## config.mk

```make
export PLATFORM = sky130hd
export DESIGN_NAME = scsa_ctrl
export DESIGN_NICKNAME = d
export VERILOG_FILES = /design/src/rtl/scsa_pkg.sv /design/src/rtl/scsa_ctrl.sv
export SDC_FILE = /design/constraint.sdc
export NUM_CORES = 1
export LEC_CHECK = 0
export ABC_AREA = 1
export BUFFER_PORTS_ARGS = -buffer_cell sky130_fd_sc_hd__buf_2
export CORE_AREA = 8 8 45 47
export CTS_CLUSTER_SIZE = 40
export DETAILED_ROUTE_END_ITERATION = 8
export DIE_AREA = 0 0 53 55
export PLACE_DENSITY_LB_ADDON = 0.15
export SETUP_SLACK_MARGIN = 0.1
export SYNTH_ARGS = -nofsm -noshare
export SYNTH_HDL_FRONTEND = slang
export SYNTH_SLANG_ARGS = --single-unit
export TNS_END_PERCENT = 1
```

## constraint.sdc

```tcl
create_clock -name clock -period 3.5 [get_ports clock]
set_clock_uncertainty 0.15 [all_clocks]
set_input_delay 0.7 -clock clock [delete_from_list [all_inputs] [get_ports clock]]
set_output_delay 0.7 -clock clock [all_outputs]
set_load 0.02 [all_outputs]
```

## src/rtl/scsa_pkg.sv

```systemverilog
`default_nettype none
// ----------------------------------------------------------------------------
// scsa_pkg: shared types and constants
// Sizes of the weight and accumulator stores, opcodes, register indexes and
// the command and status groups between controller and datapath.
// ----------------------------------------------------------------------------
package scsa_pkg;

   localparam int KH_MAX    = 8;
   localparam int KW_MAX    = 8;
   localparam int OUT_H_MAX = 32;
   localparam int OUT_W_MAX = 32;

   localparam int W_DEPTH   = KH_MAX * KW_MAX;
   localparam int W_AW      = $clog2(W_DEPTH);
   localparam int ROW_W     = $clog2(OUT_H_MAX);
   localparam int COL_W     = $clog2(OUT_W_MAX);
   localparam int ACC_DEPTH = OUT_H_MAX * OUT_W_MAX;
   localparam int ACC_AW    = ROW_W + COL_W;
   localparam int ACC_W     = 40;
   localparam int VAL_W     = 16;
   localparam int PROD_W    = 2 * VAL_W;

   localparam int IDX_W     = 9;
   localparam int REM_W     = 4;
   localparam int TAP_W     = $clog2(KH_MAX);
   localparam int OFF_W     = W_AW + 1;
   localparam int DIV_STEPS = IDX_W;
   localparam int DCNT_W    = $clog2(DIV_STEPS);

   localparam int KDIM_W    = 4;
   localparam int ODIM_W    = 6;
   localparam int CSR_IDX_W = 2;
   localparam int CSR_DAT_W = 6;

   localparam logic [KDIM_W-1:0] KH_SAT = KDIM_W'(KH_MAX);
   localparam logic [KDIM_W-1:0] KW_SAT = KDIM_W'(KW_MAX);
   localparam logic [ODIM_W-1:0] OH_SAT = ODIM_W'(OUT_H_MAX);
   localparam logic [ODIM_W-1:0] OW_SAT = ODIM_W'(OUT_W_MAX);

   typedef enum logic [1:0] {
      OP_LOAD = 2'd0,
      OP_ACC  = 2'd1,
      OP_READ = 2'd2
   } op_type;

   typedef enum logic [CSR_IDX_W-1:0] {
      CSR_KERNEL_H = 2'd0,
      CSR_KERNEL_W = 2'd1,
      CSR_OUT_H    = 2'd2,
      CSR_OUT_W    = 2'd3
   } csr_idx_type;

   typedef struct packed {
      logic [KDIM_W-1:0] kernel_h;
      logic [KDIM_W-1:0] kernel_w;
      logic [ODIM_W-1:0] out_h;
      logic [ODIM_W-1:0] out_w;
   } cfg_type;

   typedef struct packed {
      logic capture;
      logic weight_write;
      logic div_start;
      logic div_step;
      logic tap_issue;
      logic read_issue;
      logic read_commit;
      logic clear_step;
   } dp_cmd_type;

   typedef struct packed {
      op_type opcode;
      logic   skip;
      logic   div_last;
      logic   tap_last;
      logic   pipe_busy;
      logic   rsp_free;
      logic   clear_last;
   } dp_stat_type;

endpackage
`default_nettype wire

```

## src/rtl/scsa_ctrl.sv

```systemverilog
`default_nettype none
// ----------------------------------------------------------------------------
// scsa_ctrl: sequencer
// Clears the accumulators after reset, then takes one beat at a time and
// steps the datapath through weight load, divide, taps and read-out.
// ----------------------------------------------------------------------------
module scsa_ctrl (
   input  wire                      clock,
   input  wire                      reset,
   input  wire                      req_valid,
   output logic                     req_stall,
   input  scsa_pkg::dp_stat_type    stat,
   output scsa_pkg::dp_cmd_type     cmd
);
   import scsa_pkg::*;

   typedef enum logic [2:0] {
      S_CLEAR,
      S_IDLE,
      S_DECODE,
      S_DIV,
      S_TAP,
      S_DRAIN,
      S_RESP
   } state_type;

   state_type state_ff;
   state_type state_in;

   always_comb begin
      cmd      = '0;
      state_in = state_ff;
      case (state_ff)
         S_CLEAR: begin
            cmd.clear_step = 1'b1;
            if (stat.clear_last) state_in = S_IDLE;
         end
         S_IDLE: begin
            if (req_valid) begin
               cmd.capture = 1'b1;
               state_in    = S_DECODE;
            end
         end
         S_DECODE: begin
            case (stat.opcode)
               OP_LOAD: begin
                  cmd.weight_write = 1'b1;
                  state_in         = S_IDLE;
               end
               OP_ACC: begin
                  if (stat.skip) begin
                     state_in = S_IDLE;
                  end else begin
                     cmd.div_start = 1'b1;
                     state_in      = S_DIV;
                  end
               end
               OP_READ: begin
                  cmd.read_issue = 1'b1;
                  state_in       = S_RESP;
               end
               default: state_in = S_IDLE;
            endcase
         end
         S_DIV: begin
            cmd.div_step = 1'b1;
            if (stat.div_last) state_in = S_TAP;
         end
         S_TAP: begin
            cmd.tap_issue = 1'b1;
            if (stat.tap_last) state_in = S_DRAIN;
         end
         S_DRAIN: begin
            if (!stat.pipe_busy) state_in = S_IDLE;
         end
         S_RESP: begin
            if (stat.rsp_free) begin
               cmd.read_commit = 1'b1;
               state_in        = S_IDLE;
            end
         end
         default: state_in = S_IDLE;
      endcase
   end

   always_ff @(posedge clock) begin
      if (reset) begin
         state_ff <= S_CLEAR;
      end else begin
         state_ff <= state_in;
      end
   end

   assign req_stall = (state_ff != S_IDLE);

`ifndef SYNTHESIS
   a_tap_after_div: assert property (@(posedge clock) disable iff (reset)
      (state_ff == S_DIV && stat.div_last) |=> (state_ff == S_TAP))
      else $error("taps did not follow the last divide step");
   a_one_cmd: assert property (@(posedge clock) disable iff (reset)
      $onehot0(cmd))
      else $error("more than one datapath command at once");
   a_drain_idle: assert property (@(posedge clock) disable iff (reset)
      (state_ff == S_IDLE) |-> !stat.pipe_busy)
      else $error("tap pipeline busy while idle");
`endif

endmodule
`default_nettype wire

```

==> metrics, run 1 <==
global-route wire length before repair=roughly 1.8 mm; Max-Cap Viols=0; post-synthesis sequential area ratio=0.135; antenna diode count=0; critical path peak fanout=9; layout cells sized above 1=0.389; Slew HR=0.664; syn nets=85; # hold bufs at CTS=0; Final GP Congestion=0.717; DR DRC count=0; Starting Density=0.322; largest net degree at the start of global routing=11; clock sinks=3; Num CTS Buffers=3; initial antenna violation count=0; Routed WL=1.08 mm; wire per inst=10.2 um; via count of the first global-routing pass=420; IO Pins=20; HPWL Detailed=just under 900 um; Core ar.=approximately 1400 um^2; outcome=completed; final period utilization=0.668; Synth cell types=20; CTS tree=built; Post-CTS Setup Inserts=0; Post-synth EDFFs=0; maximum clock insertion buffer count=2; Fin. Hold Viols=0; Largest regs=state_ff x3; Die Wd=roughly 53 um; DRT Pass-1 Iters=4; Max IR drop VDD=roughly 0.25 mV; Post-Syn Area=445 um^2; Hold Path Class=flop to flop; FMAX=0.428 GHz; P&R area growth vs syn=24.2%; CP endpoint kind=primary output; static leakage=approximately 0.32 nW; Vias/cell=around 4.5; Clk Latency, worst-skew pair=0.23 ns; port bufs=19; PostCTS Resize Cnt=0; Most used DFF post-synth=dfxtp_1; Biggest register=state_ff; initial detailed-routing violation count=11; final setup violation count=0; Via Count=480; grt ovf=0; worst-margin pin slew=~0.5 ns; die area=2920 um^2; setup TNS=0 ns; synthesized flop and latch total=3; PwrDens=799 nW/um^2; Post-Synthesis Cells=70; clk slew on worst S/H paths=0.04 ns; root buffer cell=clkbuf_4; ys async rst share=0; WS Path Type=flop to primary output; Worst Setup Start Kind=flop; crit path time final=2.34 ns; die height=55 um; RSZ-0062 raised after global routing=no; CTS H-tree lvls=1; Tot Pwr=0.442 mW; max FFs per register=3; Final Max Tran Viols=0; mean post-synth cell area=6.36 um^2; CP required=2.65 ns; Ys Warns=0; CP arrival=1.49 ns; # rows=14; number of routed nets with antenna violations=0; total track usage=0.0814; Final #Nets=106
## layout make-up
class | count | area [um^2]
clock buffer | 4 | 26.3
fill | 164 | 831
inverter | 16 | 62.6
multi-input combinational | 48 | 289
sequential | 3 | 60.1
tap | 16 | 20.0
timing repair buffer | 19 | 95.1
## routing by layer
metal,wire (um),part of all wire,global-route usage,vias up
li1,-,-,-,256
met1,509,0.47,0.0971,208
met2,491,0.45,0.123,14
met3,67,0.062,0.0348,2
met4,14,0.013,0.0388,0
met5,0,0,0,-
## placed cells by master (no fill, tap or decap)
master,n
o22ai_1,1
a21oi_1,4
nor4_1,1
nor2_4,3
clkbuf_4,3
nor3_1,2
nand3_1,4
nand4_1,3
inv_2,3
ha_1,4
clkbuf_1,1
nor2_1,13
o21ai_2,1
dfxtp_1,3
nand3b_1,1
inv_1,12
nand2_4,1
nand2_1,6
buf_2,19
nand2_2,3
inv_4,1
nor2_2,1
## synthesized netlist by cell type (2+ instances only)
library cell,n,area (um^2)
nor2_1,13,48.8
nor3_1,2,10.0
nor2_4,3,33.8
inv_1,12,45.0
nand4_1,3,18.8
buf_6,3,33.8
dfxtp_1,3,60.1
nand2_1,6,22.5
ha_1,4,50.1
a21oi_1,4,20.0
nand3_1,4,20.0
nand2_2,3,18.8
inv_2,3,11.3
## per-stage QoR
| step | std cells | setup WS, ns | hold WS, ns | utilization | cell area [um^2] |
|---|---|---|---|---|---|
| 2_1_floorplan | 70 | 1.29 | 0.436 | - | 445 |
| 3_3_place_gp | 102 | 1.29 | 0.545 | 0.381 | 527 |
| 3_5_place_dp | 102 | 1.26 | 0.530 | 0.381 | 527 |
| 4_1_cts | 106 | 1.14 | 0.534 | 0.400 | 553 |
| 5_1_grt | 106 | 1.03 | 0.569 | 0.400 | 553 |
| 6_report | 106 | 1.16 | 0.524 | 0.400 | 553 |
## where the power goes
| part | internal (mW) | switching (mW) | total [mW] | leakage (nW) |
|---|---|---|---|---|
| combinational | 0.102 | 0.167 | 0.270 | 0.280 |
| sequential | 0.0516 | 0.0599 | 0.111 | 0.0249 |
| clock | 0.0427 | 0.0179 | 0.0606 | 0.0150 |
| total | 0.197 | 0.245 | 0.442 | 0.320 |
## kinds of logic (layout without fill, tap and decap cells)
group,count (synthesis),count (layout),synth area share
compound gates,6,6,0.0787
fa+ha+maj,4,4,0.112
buf+inv,19,39,0.216
flops,3,3,0.135
simple gates,38,38,0.458
## worst paths after layout
| path | startpoint | endpoint | slack (ns) | cells past startpoint |
|---|---|---|---|---|
| max reg2reg | state_ff[0] | state_ff[0] | 2.00 | 7 |
| max | state_ff[0] | cmd[7] | 1.16 | 5 |
| min | state_ff[2] | state_ff[2] | 0.52 | 2 |
| min reg2reg | state_ff[2] | state_ff[2] | 0.52 | 2 |
## critical path, stage by stage (launching register included)
cell and delay, ns:
dfxtp_1 0.63, inv_4 0.09, nor3_1 0.21, inv_1 0.08, nor2_1 0.08, buf_2 0.16
(Power assumes the default switching activity.)
==> run 2, diff against run 1 <==
- clock period: 3.5 -> 2.3 ns (I/O delays scaled with it)
==> metrics, run 2 (same netlist as run 1, synthesis figures left out) <==
Crit Reg-Reg Startpoint=state_ff[2]; Biggest register=state_ff; fin util=0.401; Fin. Hold Viols=0; final setup violation count=0; HPWL Detailed=between 800 and 900 um; hold path cells=4; Worst Setup Start Kind=flop; Routed WL=995 um; Die Wd=about 53 um; grt ovf=0; layout cells sized above 1=0.400; outcome=completed; Clk Latency, worst-skew pair=around 0.23 ns; FILL cells=about 150; RSZ-0062 raised after global routing=yes; crit path max-delay cell type=dfxtp_1; wire per inst=9.39 um; # hold bufs at CTS=0; Worst Min Path Start=reset; setup TNS=0 ns; R2R Setup Slk=0.84 ns; commonest non-fill, non-tap cells in the layout=buf_2, nor2_1, inv_1; setup ws final=0.262 ns; Slew HR=0.689; static leakage=0.320 nW; die area=between 2000 and 3000 um^2; WS Path Type=flop to primary output; initial detailed-routing violation count=7; FMAX=0.491 GHz; critical path peak fanout=10; DR DRC count=0; die height=55 um; Final #Nets=around 110; CP cell instances=nand2_1 -> nor2_1 -> inv_1 -> nor2_1 -> buf_2; Num CTS Buffers=3; Final Max Tran Viols=0; clock sinks=3; Max-Cap Viols=0; hold-critical path endpoint=state_ff[1]; max FFs per register=3; PwrDens=1200 nW/um^2; root buffer cell=clkbuf_4; final period utilization=0.886; Place WS=between 0.4 and 0.5 ns; global-route wire length before repair=~1.7 mm; IO Pins=20; Final GP Congestion=0.711; P&R area growth vs syn=24.4%; Hold Path Class=primary input to flop; Starting Density=0.322; Via Count=458; Vias/cell=about 4.3; r2r endpoint=state_ff[0]; clk slew on worst S/H paths=roughly 0.04 ns; DRT Pass-1 Iters=4; Largest regs=state_ff x3; CP required=1.69 ns; crit path time final=2.04 ns; R2R cell count=7; area of the multi-input gates=289 um^2; largest net degree at the start of global routing=11; total track usage=0.0781; PostCTS Resize Cnt=0; # rows=14; Seq. cell area=61.3 um^2; Post-CTS Setup Inserts=0; via count of the first global-routing pass=431; initial antenna violation count=0; CTS tree=built; commonest non-fill, non-tap cell in the layout=buf_2; Tot Pwr=about 0.67 mW; maximum clock insertion buffer count=2; Max IR drop VDD=0.306 mV; antenna diode count=0; CTS H-tree lvls=1; Crit path largest cell delay=0.60 ns; port bufs=19; Core ar.=1380 um^2; most used cell, CP=nor2_1; number of routed nets with antenna violations=0; CP arrival=1.43 ns; CP endpoint kind=primary output; worst-margin pin slew=0.466 ns
## run 2: layout make-up
type                            count  share of cell area
Multi-Input combinational cell     48               0.521
Tap cell                           16              0.0361
Inverter                           16               0.113
Sequential cell                     3               0.111
Timing Repair Buffer               19               0.172
Clock buffer                        4              0.0474
## run 2: where the power goes
group / total (mW) / switching, mW / leakage, nW / internal, mW
Combinational: 0.405 / 0.249 / 0.280 / 0.155
Sequential: 0.170 / 0.0896 / 0.0251 / 0.0806
Clock: 0.0915 / 0.0265 / 0.0150 / 0.0650
Total: 0.666 / 0.365 / 0.320 / 0.301
## run 2: worst max path at each step
stage,from,endpoint,slack [ns],cells after the start
6_report,state_ff[1],cmd[2],0.26,5
5_1_grt,state_ff[1],cmd[2],0.1,5
4_1_cts,state_ff[0],cmd[7],0.20,5
3_5_place_dp,state_ff[0],cmd[7],0.45,5
3_3_place_gp,state_ff[0],cmd[7],0.44,5
2_1_floorplan,state_ff[1],cmd[1],0.49,3
## run 2: worst max-delay path: cells and delay by family (launching register included)
kind | cells | cell delay, ns
buffers and inverters | 2 | 0.23
DFF | 1 | 0.60
and+or+nand+nor | 3 | 0.36
## run 2: per-layer routing
layer	global-route usage	wire [um]	up-vias
met4	0.0517	12	0
met1	0.0941	460	187
met3	0.0187	74	2
met5	0	0	-
met2	0.121	448	14
li1	-	-	255
## run 2: through the flow
step	cells	hold slack [ns]	cell area (um^2)
5_1_grt	106	0.343	554
6_report	106	0.333	554
3_5_place_dp	102	0.516	527
2_1_floorplan	70	0.436	445
3_3_place_gp	102	0.531	527
4_1_cts	106	0.334	553
